===== config.mk =====
export PLATFORM = sky130hd
export DESIGN_NAME = write_back_block_cache_policy
export DESIGN_NICKNAME = d
export VERILOG_FILES = /design/src/rtl/wbc_pkg.sv /design/src/rtl/wbc_mem.sv /design/src/rtl/wbc_out.sv /design/src/rtl/wbc_ctrl.sv /design/src/rtl/write_back_block_cache_policy.sv
export SDC_FILE = /design/constraint.sdc
export NUM_CORES = 1
export LEC_CHECK = 0
export BUFFER_PORTS_ARGS = -buffer_cell sky130_fd_sc_hd__buf_2
export CORE_MARGIN = 2
export CORE_UTILIZATION = 25
export DETAILED_ROUTE_END_ITERATION = 12
export SYNTH_ARGS = -nofsm -noshare
export SYNTH_HDL_FRONTEND = slang
export SYNTH_SLANG_ARGS = --single-unit

===== constraint.sdc =====
create_clock -name clk -period 8.45 [get_ports clk]
set_input_delay 0.845 -clock clk [delete_from_list [all_inputs] [get_ports clk]]
set_output_delay 0.845 -clock clk [all_outputs]
set_load 0.02 [all_outputs]

===== src/rtl/wbc_pkg.sv =====
`timescale 1ns / 1ps
// ----------------------------------------------------------------------------
// wbc_pkg
// Shared types and constants of the write-back block cache policy controller.
// ----------------------------------------------------------------------------
package wbc_pkg;

  localparam int TAG_W     = 24;  // disk block address width
  localparam int REQ_W     = 2;   // request kind width
  localparam int OUT_WAY_W = 2;   // way field width in a result item
  localparam int IN_DATA_W = 24;  // input tdata width (block number, whole bytes)
  localparam int OUT_DATA_W = 32; // result tdata width, padded to whole bytes

  // Request kinds; code 3 is ignored
  typedef enum logic [REQ_W-1:0] {
    REQ_READ  = 2'd0,
    REQ_WRITE = 2'd1,
    REQ_FLUSH = 2'd2
  } wbc_req_t;

  // Controller states
  typedef enum logic [1:0] {
    ST_IDLE = 2'd0,  // waiting for a request
    ST_PRE  = 2'd1,  // read: way 0 data arrives as first victim candidate
    ST_EVAL = 2'd2,  // one scanned way's data arrives and is updated
    ST_FIN  = 2'd3   // read miss: victim refilled, result issued
  } wbc_state_t;

  // One result item
  typedef struct packed {
    logic                 hit;
    logic [OUT_WAY_W-1:0] way;
    logic                 writeback;
    logic [TAG_W-1:0]     writeback_block;
    logic                 fill;
    logic                 direct_write;
    logic                 last;
  } wbc_res_t;

endpackage


===== src/rtl/wbc_mem.sv =====
`timescale 1ns / 1ps
// ----------------------------------------------------------------------------
// wbc_mem
// Way table: tag, age and dirty mark per way. One write port, one read port,
// registered read data. Per-entry valid bits make unwritten entries read zero.
// ----------------------------------------------------------------------------
module wbc_mem #(
  parameter int DEPTH = 3,
  parameter int WIDTH = 41
) (
  input  logic                                   clk,
  input  logic                                   rst_n,
  input  logic                                   wr_en,
  input  logic [((DEPTH > 1) ? $clog2(DEPTH) : 1)-1:0] wr_addr,
  input  logic [WIDTH-1:0]                       wr_data,
  input  logic                                   rd_en,
  input  logic [((DEPTH > 1) ? $clog2(DEPTH) : 1)-1:0] rd_addr,
  output logic [WIDTH-1:0]                       rd_data
);

  logic [WIDTH-1:0] mem [DEPTH];
  logic [DEPTH-1:0] vld_r;
  logic [WIDTH-1:0] rd_data_r;

  // Storage array
  always_ff @(posedge clk) begin
    if (wr_en) begin
      mem[wr_addr] <= wr_data;
    end
  end

  // Written marks, cleared by reset so every entry reads as zero
  always_ff @(posedge clk) begin
    if (!rst_n) begin
      vld_r <= '0;
    end else if (wr_en) begin
      vld_r[wr_addr] <= 1'b1;
    end
  end

  // Registered read; data holds while no read is issued
  always_ff @(posedge clk) begin
    if (rd_en) begin
      rd_data_r <= vld_r[rd_addr] ? mem[rd_addr] : '0;
    end
  end

  assign rd_data = rd_data_r;

endmodule


===== src/rtl/wbc_out.sv =====
`timescale 1ns / 1ps
// ----------------------------------------------------------------------------
// wbc_out
// Result register: holds one item for the downstream side and frees the
// slot in the same cycle it is taken.
// ----------------------------------------------------------------------------
module wbc_out
  import wbc_pkg::*;
(
  input  logic                  clk,
  input  logic                  rst_n,
  input  logic                  push,
  input  wbc_res_t              res,
  output logic                  slot_free,
  output logic                  out_tvalid,
  input  logic                  out_tready,
  output logic [OUT_DATA_W-1:0] out_tdata,
  output logic                  out_tlast
);

  logic     vld_r;
  logic     vld_nxt;
  wbc_res_t res_r;

  assign slot_free = !vld_r || out_tready;

  // Valid flag
  always_comb begin
    vld_nxt = vld_r;
    if (push) begin
      vld_nxt = 1'b1;
    end else if (out_tready) begin
      vld_nxt = 1'b0;
    end
  end

  always_ff @(posedge clk) begin
    if (!rst_n) begin
      vld_r <= 1'b0;
    end else begin
      vld_r <= vld_nxt;
    end
  end

  // Payload
  always_ff @(posedge clk) begin
    if (push) begin
      res_r <= res;
    end
  end

  assign out_tvalid = vld_r;
  assign out_tlast  = res_r.last;
  assign out_tdata  = {2'b00, res_r.direct_write, res_r.fill, res_r.writeback_block,
                       res_r.writeback, res_r.way, res_r.hit};

endmodule


===== src/rtl/wbc_ctrl.sv =====
`timescale 1ns / 1ps
// ----------------------------------------------------------------------------
// wbc_ctrl
// Scan sequencer: walks the ways one per cycle through the way table
// unless a full result slot holds the scan, updates ages and dirty marks
// by read-modify-write, tracks the victim and issues result items.
// ----------------------------------------------------------------------------
module wbc_ctrl
  import wbc_pkg::*;
#(
  parameter int WAYS     = 3,
  parameter int AGE_BITS = 16
) (
  input  logic                                  clk,
  input  logic                                  rst_n,
  // request side
  input  logic                                  in_valid,
  output logic                                  in_ready,
  input  logic [REQ_W-1:0]                      in_req,
  input  logic [TAG_W-1:0]                      in_bno,
  // way table
  output logic                                  wr_en,
  output logic [((WAYS > 1) ? $clog2(WAYS) : 1)-1:0] wr_addr,
  output logic [TAG_W+AGE_BITS:0]               wr_data,
  output logic                                  rd_en,
  output logic [((WAYS > 1) ? $clog2(WAYS) : 1)-1:0] rd_addr,
  input  logic [TAG_W+AGE_BITS:0]               rd_data,
  // result side
  input  logic                                  slot_free,
  output logic                                  push,
  output wbc_res_t                              res
);

  localparam int WAY_W = (WAYS > 1) ? $clog2(WAYS) : 1;
  localparam int ENT_W = TAG_W + AGE_BITS + 1;
  localparam logic [WAY_W-1:0]    LAST_WAY = WAY_W'(WAYS - 1);
  localparam logic [WAY_W:0]      WAYS_C   = (WAY_W + 1)'(WAYS);
  localparam logic [AGE_BITS-1:0] AGE_MAX  = {AGE_BITS{1'b1}};

  wbc_state_t           state_r, state_nxt;
  wbc_req_t             req_r, req_nxt;
  logic [TAG_W-1:0]     bno_r, bno_nxt;
  logic [WAY_W-1:0]     cur_r, cur_nxt;    // way whose data arrives this cycle
  logic [WAY_W-1:0]     cnt_r, cnt_nxt;    // ways already evaluated
  logic [WAY_W-1:0]     ptr_r, ptr_nxt;    // rotating read scan pointer
  logic [WAY_W-1:0]     pick_r, pick_nxt;  // victim candidate
  logic [AGE_BITS-1:0]  pick_age_r, pick_age_nxt;
  logic [TAG_W-1:0]     pick_tag_r, pick_tag_nxt;
  logic                 pick_dirty_r, pick_dirty_nxt;

  // Entry fields of the way just read
  logic [TAG_W-1:0]     r_tag;
  logic [AGE_BITS-1:0]  r_age;
  logic                 r_dirty;
  logic [AGE_BITS-1:0]  aged;
  logic [AGE_BITS-1:0]  eff_age;

  // Way arithmetic
  logic [WAY_W:0]               cur_inc;
  logic [WAY_W-1:0]             cur_adv;
  logic [WAY_W:0]               ptr_inc;
  logic [WAY_W-1:0]             ptr_adv;
  logic [WAY_W+OUT_WAY_W-1:0]   cur_ext;
  logic [WAY_W+OUT_WAY_W-1:0]   pick_ext;

  // Decisions in the evaluate state
  logic tag_hit;
  logic last_way;
  logic eval_out;
  logic eval_go;
  logic eval_done;

  assign r_tag   = rd_data[ENT_W-1 -: TAG_W];
  assign r_age   = rd_data[AGE_BITS:1];
  assign r_dirty = rd_data[0];
  assign aged    = (r_age == AGE_MAX) ? r_age : r_age + 1'b1;
  // way 0 may be both the candidate and the way being aged
  assign eff_age = (pick_r == cur_r) ? aged : pick_age_r;

  assign cur_inc  = {1'b0, cur_r} + 1'b1;
  assign cur_adv  = (cur_inc >= WAYS_C) ? '0 : cur_inc[WAY_W-1:0];
  assign ptr_inc  = {1'b0, ptr_r} + 1'b1;
  assign ptr_adv  = (ptr_inc >= WAYS_C) ? '0 : ptr_inc[WAY_W-1:0];
  assign cur_ext  = {{OUT_WAY_W{1'b0}}, cur_r};
  assign pick_ext = {{OUT_WAY_W{1'b0}}, pick_r};

  assign tag_hit   = (req_r != REQ_FLUSH) && (r_tag == bno_r);
  assign last_way  = (cnt_r == LAST_WAY);
  assign eval_out  = (req_r == REQ_FLUSH) || tag_hit || ((req_r == REQ_WRITE) && last_way);
  assign eval_go   = !eval_out || slot_free;
  assign eval_done = tag_hit || last_way;

  // Next state
  always_comb begin
    state_nxt = state_r;
    unique case (state_r)
      ST_IDLE: begin
        if (in_valid) begin
          priority case (in_req)
            REQ_READ:            state_nxt = ST_PRE;
            REQ_WRITE, REQ_FLUSH: state_nxt = ST_EVAL;
            default:             state_nxt = ST_IDLE;
          endcase
        end
      end
      ST_PRE:  state_nxt = ST_EVAL;
      ST_EVAL: begin
        if (eval_go && eval_done) begin
          state_nxt = ((req_r == REQ_READ) && !tag_hit) ? ST_FIN : ST_IDLE;
        end
      end
      ST_FIN: begin
        if (slot_free) begin
          state_nxt = ST_IDLE;
        end
      end
      default: state_nxt = ST_IDLE;
    endcase
  end

  // Outputs and datapath
  always_comb begin
    in_ready       = 1'b0;
    rd_en          = 1'b0;
    rd_addr        = '0;
    wr_en          = 1'b0;
    wr_addr        = cur_r;
    wr_data        = rd_data;
    push           = 1'b0;
    res            = '0;
    req_nxt        = req_r;
    bno_nxt        = bno_r;
    cur_nxt        = cur_r;
    cnt_nxt        = cnt_r;
    ptr_nxt        = ptr_r;
    pick_nxt       = pick_r;
    pick_age_nxt   = pick_age_r;
    pick_tag_nxt   = pick_tag_r;
    pick_dirty_nxt = pick_dirty_r;
    unique case (state_r)
      ST_IDLE: begin
        in_ready = 1'b1;
        req_nxt  = wbc_req_t'(in_req);
        bno_nxt  = in_bno;
        cur_nxt  = '0;
        cnt_nxt  = '0;
        // way 0 first: victim seed for reads, first way for writes and flushes
        rd_en    = in_valid;
      end
      ST_PRE: begin
        pick_nxt       = '0;
        pick_age_nxt   = r_age;
        pick_tag_nxt   = r_tag;
        pick_dirty_nxt = r_dirty;
        rd_en          = 1'b1;
        rd_addr        = ptr_adv;
        cur_nxt        = ptr_adv;
      end
      ST_EVAL: begin
        if (eval_go) begin
          wr_en = 1'b1;
          unique case (req_r)
            REQ_READ: begin
              if (tag_hit) begin
                wr_data  = {r_tag, {AGE_BITS{1'b0}}, r_dirty};
                push     = 1'b1;
                res.hit  = 1'b1;
                res.way  = cur_ext[OUT_WAY_W-1:0];
                res.last = 1'b1;
                ptr_nxt  = cur_r;
              end else begin
                wr_data = {r_tag, aged, r_dirty};
                // strict compare keeps the earlier candidate on a tie
                if (eff_age < aged) begin
                  pick_nxt       = cur_r;
                  pick_age_nxt   = aged;
                  pick_tag_nxt   = r_tag;
                  pick_dirty_nxt = r_dirty;
                end else begin
                  pick_age_nxt = eff_age;
                end
              end
            end
            REQ_WRITE: begin
              if (tag_hit) begin
                wr_data  = {r_tag, {AGE_BITS{1'b0}}, 1'b1};
                push     = 1'b1;
                res.hit  = 1'b1;
                res.way  = cur_ext[OUT_WAY_W-1:0];
                res.last = 1'b1;
              end else begin
                wr_data = {r_tag, aged, r_dirty};
                if (last_way) begin
                  push             = 1'b1;
                  res.direct_write = 1'b1;
                  res.last         = 1'b1;
                end
              end
            end
            REQ_FLUSH: begin
              wr_data             = {r_tag, r_age, 1'b0};
              push                = 1'b1;
              res.way             = cur_ext[OUT_WAY_W-1:0];
              res.writeback       = r_dirty;
              res.writeback_block = r_dirty ? r_tag : '0;
              res.last            = last_way;
            end
            default: begin
              wr_en = 1'b0;
            end
          endcase
          // issue the next way of the scan
          if (!eval_done) begin
            rd_en   = 1'b1;
            rd_addr = (req_r == REQ_READ) ? cur_adv : cur_inc[WAY_W-1:0];
            cur_nxt = (req_r == REQ_READ) ? cur_adv : cur_inc[WAY_W-1:0];
            cnt_nxt = cnt_r + 1'b1;
          end
        end
      end
      ST_FIN: begin
        if (slot_free) begin
          wr_en               = 1'b1;
          wr_addr             = pick_r;
          wr_data             = {bno_r, {AGE_BITS{1'b0}}, 1'b0};
          push                = 1'b1;
          res.way             = pick_ext[OUT_WAY_W-1:0];
          res.writeback       = pick_dirty_r;
          res.writeback_block = pick_dirty_r ? pick_tag_r : '0;
          res.fill            = 1'b1;
          res.last            = 1'b1;
        end
      end
      default: begin
        in_ready = 1'b0;
      end
    endcase
  end

  // Control state
  always_ff @(posedge clk) begin
    if (!rst_n) begin
      state_r <= ST_IDLE;
      ptr_r   <= '0;
    end else begin
      state_r <= state_nxt;
      ptr_r   <= ptr_nxt;
    end
  end

  // Request and scan payload
  always_ff @(posedge clk) begin
    req_r        <= req_nxt;
    bno_r        <= bno_nxt;
    cur_r        <= cur_nxt;
    cnt_r        <= cnt_nxt;
    pick_r       <= pick_nxt;
    pick_age_r   <= pick_age_nxt;
    pick_tag_r   <= pick_tag_nxt;
    pick_dirty_r <= pick_dirty_nxt;
  end

`ifndef ASSERT_OFF
  // A result is only issued into a free output slot
  a_push_free: assert property (@(posedge clk) disable iff (!rst_n)
    push |-> slot_free)
    else $error("result issued while output slot is full");

  // The scan never reads the way it is writing back in the same cycle
  a_no_rw_clash: assert property (@(posedge clk) disable iff (!rst_n)
    (wr_en && rd_en) |-> (wr_addr != rd_addr))
    else $error("way table read and write collide");

  // Scan pointer and current way stay inside the table
  a_ptr_range: assert property (@(posedge clk) disable iff (!rst_n)
    ({1'b0, ptr_r} < WAYS_C))
    else $error("scan pointer out of range");

  a_cur_range: assert property (@(posedge clk) disable iff (!rst_n)
    (state_r == ST_EVAL) |-> ({1'b0, cur_r} < WAYS_C))
    else $error("evaluated way out of range");

  // A read miss always ends with a fill result
  a_fin_fill: assert property (@(posedge clk) disable iff (!rst_n)
    ((state_r == ST_FIN) && slot_free) |-> (push && res.fill && res.last))
    else $error("read miss finished without fill result");
`endif

endmodule


===== src/rtl/write_back_block_cache_policy.sv =====
`timescale 1ns / 1ps
// ----------------------------------------------------------------------------
// write_back_block_cache_policy
// Tag-and-policy controller of a small fully associative write-back disk
// block cache with saturating age counters per way.
// ----------------------------------------------------------------------------
//  channel | dir | tdata                     | tuser     | tlast
//  in_     | in  | block_number [23:0]       | req_type  | -
//  out_    | out | hit, way, writeback,      | -         | last
//          |     | writeback_block, fill,    |           |
//          |     | direct_write              |           |
//
//  Read: accept, victim seed from way 0, a step per scanned way from the way
//  after the scan pointer, refill on a miss. Write and flush: accept, scan from way 0.
//  The single read port of the way table sets the one-way-per-cycle scan.
//  Reset clears the scan pointer and marks all ways unwritten (tag, age and
//  dirty read as zero); no clearing pass. A full result register holds the
//  scan at the cycle that would issue a result; the next request is taken
//  while the last result still waits.
// ----------------------------------------------------------------------------
module write_back_block_cache_policy
  import wbc_pkg::*;
#(
  parameter int WAYS     = 3,
  parameter int AGE_BITS = 16
) (
  input  logic                  clk,
  input  logic                  rst_n,
  input  logic                  in_tvalid,
  output logic                  in_tready,
  input  logic [IN_DATA_W-1:0]  in_tdata,   // [23:0] block_number
  input  logic [REQ_W-1:0]      in_tuser,   // [1:0] req_type
  output logic                  out_tvalid,
  input  logic                  out_tready,
  output logic [OUT_DATA_W-1:0] out_tdata,  // [0] hit, [2:1] way, [3] writeback,
                                            // [27:4] writeback_block, [28] fill,
                                            // [29] direct_write, [31:30] zero
  output logic                  out_tlast   // last
);

  localparam int WAY_W = (WAYS > 1) ? $clog2(WAYS) : 1;
  localparam int ENT_W = TAG_W + AGE_BITS + 1;

  logic              wr_en;
  logic [WAY_W-1:0]  wr_addr;
  logic [ENT_W-1:0]  wr_data;
  logic              rd_en;
  logic [WAY_W-1:0]  rd_addr;
  logic [ENT_W-1:0]  rd_data;
  logic              slot_free;
  logic              push;
  wbc_res_t          res;

  // Way table
  wbc_mem #(
    .DEPTH (WAYS),
    .WIDTH (ENT_W)
  ) u_mem (
    .clk     (clk),
    .rst_n   (rst_n),
    .wr_en   (wr_en),
    .wr_addr (wr_addr),
    .wr_data (wr_data),
    .rd_en   (rd_en),
    .rd_addr (rd_addr),
    .rd_data (rd_data)
  );

  // Scan sequencer
  wbc_ctrl #(
    .WAYS     (WAYS),
    .AGE_BITS (AGE_BITS)
  ) u_ctrl (
    .clk       (clk),
    .rst_n     (rst_n),
    .in_valid  (in_tvalid),
    .in_ready  (in_tready),
    .in_req    (in_tuser),
    .in_bno    (in_tdata[TAG_W-1:0]),
    .wr_en     (wr_en),
    .wr_addr   (wr_addr),
    .wr_data   (wr_data),
    .rd_en     (rd_en),
    .rd_addr   (rd_addr),
    .rd_data   (rd_data),
    .slot_free (slot_free),
    .push      (push),
    .res       (res)
  );

  // Result register
  wbc_out u_out (
    .clk        (clk),
    .rst_n      (rst_n),
    .push       (push),
    .res        (res),
    .slot_free  (slot_free),
    .out_tvalid (out_tvalid),
    .out_tready (out_tready),
    .out_tdata  (out_tdata),
    .out_tlast  (out_tlast)
  );

endmodule


==> out/metrics.yaml, run 1 <==
dpl_cell_area_um2: 14000
yosysSeqAreaShare: 0.631
holdWs_ns: 0.469
htree_levels: 1
slowest_delay_ns: 0.58
wl_met1_um: 15200
powerDensity_nw_per_um2: 351
endpoint_kind: "register"
vias: 8188
path_delay_family: "simple AND/OR/NAND/NOR gates"
synth-seq-cells: 276
ys.warnings.count: 0
antenna_cells: 0
area_delta_synth_final_pct: 15.1
wl_met2_um: 14600
drv_cap: 0
clkTransAtPathRegs_ns: 0.06
antenna_found_initial: 0
hold_path.class: "reg -> reg"
die-height_um: 232
dr.pass1.iters: 5
async_reset_ff_frac: 0
timing.setup.tns_ns: 0
synthDistinctLibCells: 66
fin_area_um2: 15000
swShare: 0.355
status: "complete, no violations"
clk_latency_ns: 0.55
finalHoldViolCount: 0
p_sw_mw: 1.86
syn_area_um2: 13000
worstMarginPinSlew_ns: 1.19
cts_made_buffers: 29
slew_viol_final: 0
cp.arrival_ns: 5.14
internal_power_mw: 3.39
seq_power_share: 0.444
core_um2: 51400
overflow: 0
postCtsSetupBuffers: 0
synth_edf_count: 268
clock_sinks: 276
postRouteAntennaNets: 0
dp_hpwl_um: 18900
clock_skew_ns: 0.0124
rsz0062_at_grt: "no"
wl_um: 32000
crit_fanout: 19
io_pins: 65
row_count: 83
pwr-share-comb: 0.315
grt_pass1_vias: 8149
syn_inst: 968
grt_use_total: 0.117
crit_path_cell_trace: "ha_1 > nand3_1 > nor4bb_1 > buf_4 > nor3_1 > nand2_1 > xor2_1 > o21ai_1 > ha_1 > nand4_1 > or3_1 > nor3_1 > o31ai_2 > nand3_2 > and2_1 > a21oi_1 > a211o_1"
slowest_stage: "nor4bb_1"
initial_core_util: 0.253
num-nets-final: 1063
final_util: 0.291
min_period_ns: 4.84
vias_per_cell: 4.79
ys.flop_type: "edfxtp_1"
path_class: "reg -> reg"
maxSlewHeadroom: 0.198
cts_resized: 0
drc: 0
max_freq_mhz: 207
chipWidth_um: 232
die_area_um2: 53800
setup_violations: 0
pwr-share-clk: 0.241
numPortBuffers: 62
clk_path_buf_depth: 3
cts-root-buf: "clkbuf_16"
gp_congestion: 0.840
finalCritPeriodShare: 0.572
top_layer_used: "met4"
cts_hold_buf: 0
grt_pass1_wl_um: 49400
final_layout_size_suffix_gt1_frac: 0.219
grt_max_degree: 51
wl_per_cell_um: 18.7
vdd_drop_max_mv: 0.191
p_leak_nw: 5.21
startpoint_type: "register"
tritoncts: "built"
required_ns: 8.75
drtIter0Drc: 569
route.met3.wl_um: 1490
crit_buf_inv: 1
avgSynthCellArea_um2: 13.4
-- stage by stage --
| stage | worst slack (ns) | total power, mW | cells |
|---|---|---|---|
| 2_1_floorplan | 2.91 | 3.48 | 969 |
| 3_3_place_gp | 3.84 | 3.96 | 1658 |
| 3_5_place_dp | 3.65 | 4.01 | 1658 |
| 4_1_cts | 3.61 | 5.28 | 1708 |
| 5_1_grt | 3.12 | 5.55 | 1708 |
| 6_report | 3.61 | 5.25 | 1708 |
-- sequential cells by signal, summed over array words and instances, names as in the netlist --
signal               cells
u_ctrl.bno_r            24
u_ctrl.cnt_r             2
u_ctrl.cur_r             2
u_ctrl.pick_age_r       16
u_ctrl.pick_dirty_r      1
u_ctrl.pick_r            2
u_ctrl.pick_tag_r       24
u_ctrl.ptr_r             2
u_ctrl.req_r             2
u_ctrl.state_r           2
u_mem.mem              123
u_mem.rd_data           41
u_mem.vld_r              3
u_out.out_tdata         30
u_out.out_tlast          1
u_out.out_tvalid         1
-- area by class of cell --
class	instances	area [um2]
Sequential cell	276	8210
Clock inverter	14	171
Clock buffer	36	752
Inverter	18	67.6
Multi-Input combinational cell	603	4470
Fill cell	5143	36400
Tap cell	680	851
Timing Repair Buffer	81	453
-- final timing paths --
kind	depth (start not counted)	slack, ns	start	to
worst max register to register	17	3.61	u_mem.rd_data[1]	u_ctrl.pick_age_r[5]
worst max-delay path	17	3.61	u_mem.rd_data[1]	u_ctrl.pick_age_r[5]
worst min-delay path	1	0.47	u_mem.vld_r[0]	u_mem.vld_r[0]
worst min register to register	1	0.47	u_mem.vld_r[0]	u_mem.vld_r[0]
-- power by group through the flow --
stage / clock network (mW) / logic [mW] / registers [mW]
2_1_floorplan: 0 / 1.19 / 2.29
3_3_place_gp: 0 / 1.63 / 2.34
3_5_place_dp: 0 / 1.66 / 2.35
4_1_cts: 1.29 / 1.67 / 2.33
5_1_grt: 1.35 / 1.83 / 2.37
6_report: 1.27 / 1.66 / 2.33
-- cell usage after synthesis (all sizes together) (4+ instances only) --
cell      n  area, um2
edfxtp  268       8050
a211oi   83       1030
nor2     81        307
nand2    54        208
a22o     53        473
and3     46        288
o21ai    42        210
clkbuf   39        146
buf      33        193
xor2     31        272
nand3    30        155
a21oi    29        145
ha       24        300
inv      18       67.6
mux2i    13        130
nand4    11       75.1
nor3      9       56.3
dfxtp     8        160
and2      7       43.8
nand2b    7       46.3
nor2b     7       43.8
nor4      7       58.8
xnor2     7       61.3
a31oi     6       37.5
or3       6       37.5
a21o      5       37.5
o22ai     4       25.0
or2       4       25.0
or4       4       30.0
-- routing by layer --
metal	vias up	track usage
li1	3809	-
met1	4080	0.167
met2	252	0.186
met3	47	0.0162
met4	0	0.0282
met5	-	0
-- cell usage in the layout, fill, tap and decap left out, types with 19 or more instances in the layout --
cell       instances
ha_1              23
xor2_1            31
o21ai_0           20
a211oi_2          81
nand3_1           29
buf_4             19
and3_1            46
o21ai_1           21
nand2_1           51
clkbuf_16         29
nor2_1            77
a21oi_1           28
a22o_1            52
edfxtp_1         268
buf_2             62
-- worst register-to-register path, delay by kind of cell (launching register included) --
family | cells | cell delay, ns
AO/OA/AOI/OAI | 4 | 0.60
XOR/XNOR | 1 | 0.32
adder cells (fa/ha/maj) | 2 | 0.59
buffers and inverters | 1 | 0.25
flip-flops | 1 | 0.51
AND/OR/NAND/NOR | 9 | 2.33
-- cell families after synthesis --
logic type / after synthesis / share of synthesized area
buffers and inverters: 90 / 0.0313
flip-flops: 276 / 0.631
AND/OR/NAND/NOR: 279 / 0.110
adder cells (fa/ha/maj): 24 / 0.0231
XOR/XNOR: 38 / 0.0256
AO/OA/AOI/OAI: 245 / 0.167
multiplexers: 15 / 0.0117
other: 1 / 0.000288
Power figures use the tool's default switching activity.
==> run 2: changes to the inputs <==
==> constraint.sdc (replaced) <==
create_clock -name clk -period 4.5 [get_ports clk]
set_input_delay 0.45 -clock clk [delete_from_list [all_inputs] [get_ports clk]]
set_output_delay 0.45 -clock clk [all_outputs]
set_load 0.02 [all_outputs]
==> run 2 against run 1 <==
- clock skew increased by 0.0065 ns
- total power increased by 98%
- sequential power increased by 85%
- critical path depth increased by 1
- via count increased by 2.5%
- sequential cell count unchanged
- cell count increased by 1.9%
- sequential share of layout area decreased by 1.4 points
- utilization increased by 0.74 points
- final area increased by 2.5%
==> out/metrics.yaml, run 2 (synthesis results as in run 1) <==
drc: 0  # unchanged
cts_made_buffers: 31  # +6.9%
status: "complete, no violations"
overflow: 0  # unchanged
powerDensity_nw_per_um2: 676  # +93%
num-nets-final: 1094  # +2.9%
slew_viol_final: 0  # unchanged
top_register: "u_mem.mem"
slowest_stage: "edfxtp_1"
grt_pass1_wl_um: 51400  # +4.0%
crit_start: "u_mem.rd_data[2]"
clock_sinks: 276  # unchanged
min_period_ns: 4.14  # -0.700 ns
timing.setup.tns_ns: 0  # unchanged
worstMarginPinSlew_ns: 0.988  # -0.207 ns
cts_hold_buf: 0  # unchanged
antenna_found_initial: 0  # unchanged
largest_reg_flops: 123  # unchanged
grt_pass1_vias: 8476  # +4.0%
crit_buf_inv: 2  # +1
postCtsSetupBuffers: 0  # unchanged
holdWs_ns: 0.0427  # -0.426 ns
dr.pass1.iters: 4  # -1
hold_path.class: "in -> reg"
numPortBuffers: 62  # unchanged
p_leak_nw: 5.43  # +4.3%
final_cell_mix: "edfxtp_1 (268), a211oi_2 (81), nor2_1 (77)"
fin_area_um2: 15300  # +2.5%
htree_levels: 1  # unchanged
cts-root-buf: "clkbuf_16"
finalHoldViolCount: 0  # unchanged
row_count: 83  # unchanged
tritoncts: "built"
required_ns: 4.82  # -3.93 ns
die_area_um2: 53800  # unchanged
die-height_um: 232  # unchanged
dpl_cell_area_um2: 14300  # +1.7%
vdd_drop_max_mv: 0.318  # +66%
layout_commonest_cell: "edfxtp_1"
cp.arrival_ns: 4.46  # -0.68 ns
final_layout_size_suffix_gt1_frac: 0.245  # +0.0262
gp_congestion: 0.830  # -1.2%
path_class: "reg -> reg"
stdcell_count: 1741  # +1.9%
vias_per_cell: 4.82  # +0.52%
grt_use_total: 0.123  # +0.00584
core_um2: 51400  # unchanged
wl_per_cell_um: 19.3  # +3.3%
rsz0062_at_grt: "no"
setup_violations: 0  # unchanged
wl_um: 33700  # +5.3%
clk_latency_ns: 0.58  # +0.03 ns
dp.cells: 1686  # +1.7%
io_pins: 65  # unchanged
maxSlewHeadroom: 0.339  # +0.141
crit_fanout: 7  # -12
dp_hpwl_um: 21000  # +11%
drtIter0Drc: 571  # +0.35%
initial_core_util: 0.253  # unchanged
finalCritPeriodShare: 0.919  # +0.347
r2r_start: "u_mem.rd_data[2]"
antenna_cells: 0  # unchanged
worstHoldStart: "in_tdata[12]"
max_freq_mhz: 242  # +17%
postRouteAntennaNets: 0  # unchanged
endpoint_kind: "register"
drv_cap: 0  # unchanged
slowest_delay_ns: 0.43  # -0.15 ns
chipWidth_um: 232  # unchanged
clk_path_buf_depth: 3  # unchanged
path_delay_family: "simple AND/OR/NAND/NOR gates"
clkTransAtPathRegs_ns: 0.06  # about the same
startpoint_type: "register"
crit_path_cell_trace: "ha_1 > nand3_1 > nor4bb_1 > buf_4 > nor3_1 > nand2_1 > xor2_1 > o21ai_1 > ha_1 > a21o_1 > a21oi_1 > o21ai_0 > a31oi_1 > nand3_4 > and2_1 > buf_4 > and3_1 > a211o_1"
vias: 8390  # +2.5%
clock_skew_ns: 0.0189  # +0.00651 ns
grt_max_degree: 42  # -18%
area_delta_synth_final_pct: 18.1
==> run 2: worst paths after layout <==
path	to	slack [ns]	cells past startpoint
setup / recovery	u_ctrl.pick_age_r[5]	0.36	18
hold / removal	u_ctrl.bno_r[12]	0.04	1
setup reg to reg	u_ctrl.pick_age_r[5]	0.36	18
hold reg to reg	u_mem.vld_r[0]	0.46	1
==> run 2: stage by stage <==
stage	power, mW	setup slack [ns]	util
global placement	7.67	0.164	0.278
global route	11.0	0.0170	0.299
CTS	10.4	0.0705	0.298
detailed placement	7.75	0.0597	0.278
finish	10.4	0.363	0.299
floorplan	6.53	0.244	-
==> run 2: timing repair <==
| action | 4_1_cts | 5_1_grt |
|---|---|---|
| endpoints found under the hold margin | 0 | 0 |
| setup endpoints to repair | 0 | 40 |
| resized for setup | 0 | 6 |
==> run 2: routing by layer <==
layer | global-route usage | wire length (um) | vias up | part of all wire
met5 | 0 | 0 | - | 0
met4 | 0.0260 | 606 | 0 | 0.018
met3 | 0.0196 | 1660 | 49 | 0.049
met2 | 0.203 | 15900 | 204 | 0.47
met1 | 0.169 | 15500 | 4256 | 0.46
li1 | - | - | 3881 | -
==> run 2: final cells by class <==
cell class	instances	area (um2)
Multi-Input combinational cell	604	4510
Timing Repair Buffer	109	692
Tap cell	680	851
Fill cell	5148	36100
Clock buffer	36	795
Clock inverter	18	231
Inverter	18	67.6
Sequential cell	276	8210
==> run 2: report_power, final <==
part / internal, mW / leakage [nW] / switching, mW / total [mW]
clock: 1.55 / 0.496 / 1.05 / 2.60
combinational: 1.24 / 2.33 / 2.24 / 3.48
sequential: 3.89 / 2.60 / 0.409 / 4.30
==> run 3: changes to the inputs <==
--- a/config.mk
+++ b/config.mk
@@ -5,10 +5,10 @@
 export SDC_FILE = /design/constraint.sdc
 export NUM_CORES = 1
 export LEC_CHECK = 0
-export BUFFER_PORTS_ARGS = -buffer_cell sky130_fd_sc_hd__buf_2
 export CORE_MARGIN = 2
-export CORE_UTILIZATION = 25
+export CORE_UTILIZATION = 40
 export DETAILED_ROUTE_END_ITERATION = 12
+export DONT_BUFFER_PORTS = 1
 export SYNTH_ARGS = -nofsm -noshare
 export SYNTH_HDL_FRONTEND = slang
 export SYNTH_SLANG_ARGS = --single-unit
==> run 3 against run 2 <==
- clock-buffer cell count down 5
- maximum frequency up 0.45%
- largest cell class unchanged
- wire length down 5.9%
- sequential cell count unchanged
- final area down 2.9%
- critical endpoint is now u_ctrl.pick_age_r[0]
- utilization up 16 points
- global-route usage up 6.5 points
==> out/metrics.yaml, run 3 (synthesis results as in run 1) <==
postRouteAntennaNets: 0  # unchanged
drv_cap: 0  # unchanged
required_ns: 4.80  # -0.02 ns
final_layout_size_suffix_gt1_frac: 0.188  # -0.0569
endpoint_kind: "register"
finalHoldViolCount: 0  # unchanged
hold_path.class: "in -> reg"
postCtsSetupBuffers: 0  # unchanged
p_leak_nw: 5.25  # -3.3%
setup_violations: 0  # unchanged
fillers: 2854  # -45%
status: "complete, no violations"
maxSlewHeadroom: 0.118  # -0.221
clock_skew_ns: 0.0127  # -0.00620 ns
holdWs_ns: 0.0150  # -0.0277 ns
num-nets-final: 1047  # -4.3%
final_util: 0.462  # +0.163
startpoint_type: "register"
die_area_um2: 34000  # -37%
core_um2: 32300  # -37%
row_count: 66  # -20%
max_freq_mhz: 243  # +0.45%
min_period_ns: 4.12  # -0.0187 ns
crit_fanout: 7  # unchanged
slew_viol_final: 0  # unchanged
die-height_um: 184  # -21%
initial_core_util: 0.403  # +0.150
grt_pass1_vias: 8215  # -3.1%
io_pins: 65  # unchanged
tritoncts: "built"
wl_per_cell_um: 21.7  # +12%
wl_met2_um: 14800  # -7.1%
final_cell_mix: "edfxtp_1 (268), a211oi_2 (81), nor2_1 (77)"
powerDensity_nw_per_um2: 682  # +0.98%
gp_congestion: 0.844  # +1.7%
cts_made_buffers: 29  # -6.5%
largest_reg_flops: 123  # unchanged
clock_sinks: 276  # unchanged
area_delta_synth_final_pct: 14.6
timing.setup.tns_ns: 0  # unchanged
dp_hpwl_um: 18600  # -11%
rsz0062_at_grt: "no"
wl_met1_um: 14300  # -7.5%
clkTransAtPathRegs_ns: 0.07  # about the same
numPortBuffers: 0  # -100%
top_layer_used: "met4"
clk_latency_ns: 0.55  # -0.03 ns
antenna_cells: 0  # unchanged
grt_use_total: 0.188  # +0.0650
worstMarginPinSlew_ns: 1.32  # +0.336 ns
route.met3.wl_um: 1560  # -5.8%
drc: 0  # unchanged
overflow: 0  # unchanged
vias_per_cell: 5.60  # +16%
vias: 8165  # -2.7%
finalCritPeriodShare: 0.915  # -0.00415
chipWidth_um: 184  # -21%
path_class: "reg -> reg"
clk_path_buf_depth: 3  # unchanged
vdd_drop_max_mv: 0.366  # +15%
cp.arrival_ns: 4.42  # -0.04 ns
dr.pass1.iters: 5  # +1
layout_commonest_cell: "edfxtp_1"
drtIter0Drc: 670  # +17%
cts-root-buf: "clkbuf_16"
grt_pass1_wl_um: 48800  # -5.0%
dp.cells: 1378  # -18%
wl_um: 31700  # -5.9%
top_register: "u_mem.mem"
grt_max_degree: 50  # +19%
stdcell_count: 1457  # -16%
antenna_found_initial: 0  # unchanged
htree_levels: 1  # unchanged
finalPower_mw: 10.2  # -2.0%
[run 3: final timing paths]
kind | depth (start not counted) | startpoint | to | slack [ns]
worst max-delay path | 16 | u_mem.rd_data[2] | u_ctrl.pick_age_r[0] | 0.38
worst min-delay path | 1 | rst_n | u_mem.vld_r[0] | 0.02
worst max register to register | 16 | u_mem.rd_data[2] | u_ctrl.pick_age_r[0] | 0.38
worst min register to register | 1 | u_mem.vld_r[0] | u_mem.vld_r[0] | 0.46
[run 3: routing by layer]
layer | global-route usage | vias to the layer above
met5 | 0 | -
met4 | 0.0662 | 0
met3 | 0.0287 | 66
met2 | 0.303 | 243
met1 | 0.259 | 4069
li1 | - | 3787
[run 3: final cells by class]
cell class                      count  area, um2  share of cell area
Timing Repair Buffer               65        591              0.0396
Clock buffer                       31        733              0.0492
Multi-Input combinational cell    603       4480               0.301
Tap cell                          442        553              0.0371
Sequential cell                   276       8210               0.551
Inverter                           18       67.6             0.00453
Clock inverter                     22        267              0.0179
[run 3: what timing repair did]
item                                    in CTS  in global routing
endpoints found under the hold margin       26                  0
endpoints found under the setup margin       0                 39
gates resized for setup                      0                  2
hold buffers                                26                  0
[run 3: power by group]
part           leakage, nW  internal [mW]  switching, mW
registers             2.60           3.89          0.478
clock network        0.483           1.52          0.998
logic                 2.17           1.16           2.12
[run 3: worst max-delay path: stages, from the launching register on]
cell	delay [ns]
edfxtp_1	0.42
ha_1	0.21
nand3_1	0.15
a211oi_2	0.36
nor3b_2	0.29
nand3_1	0.15
xnor2_2	0.24
a21oi_1	0.11
ha_1	0.33
nand4_1	0.07
or3_1	0.41
nor3_1	0.25
o31ai_2	0.11
nand3_2	0.11
and2_1	0.30
a21oi_1	0.08
a211o_1	0.27
[run 3: metrics by stage]
| stage | setup slack, ns | area (um2) |
|---|---|---|
| 2_1_floorplan | 0.244 | 13000 |
| 3_3_place_gp | 0.461 | 13600 |
| 3_5_place_dp | 0.321 | 13600 |
| 4_1_cts | 0.299 | 14900 |
| 5_1_grt | 0.0357 | 14900 |
| 6_report | 0.382 | 14900 |
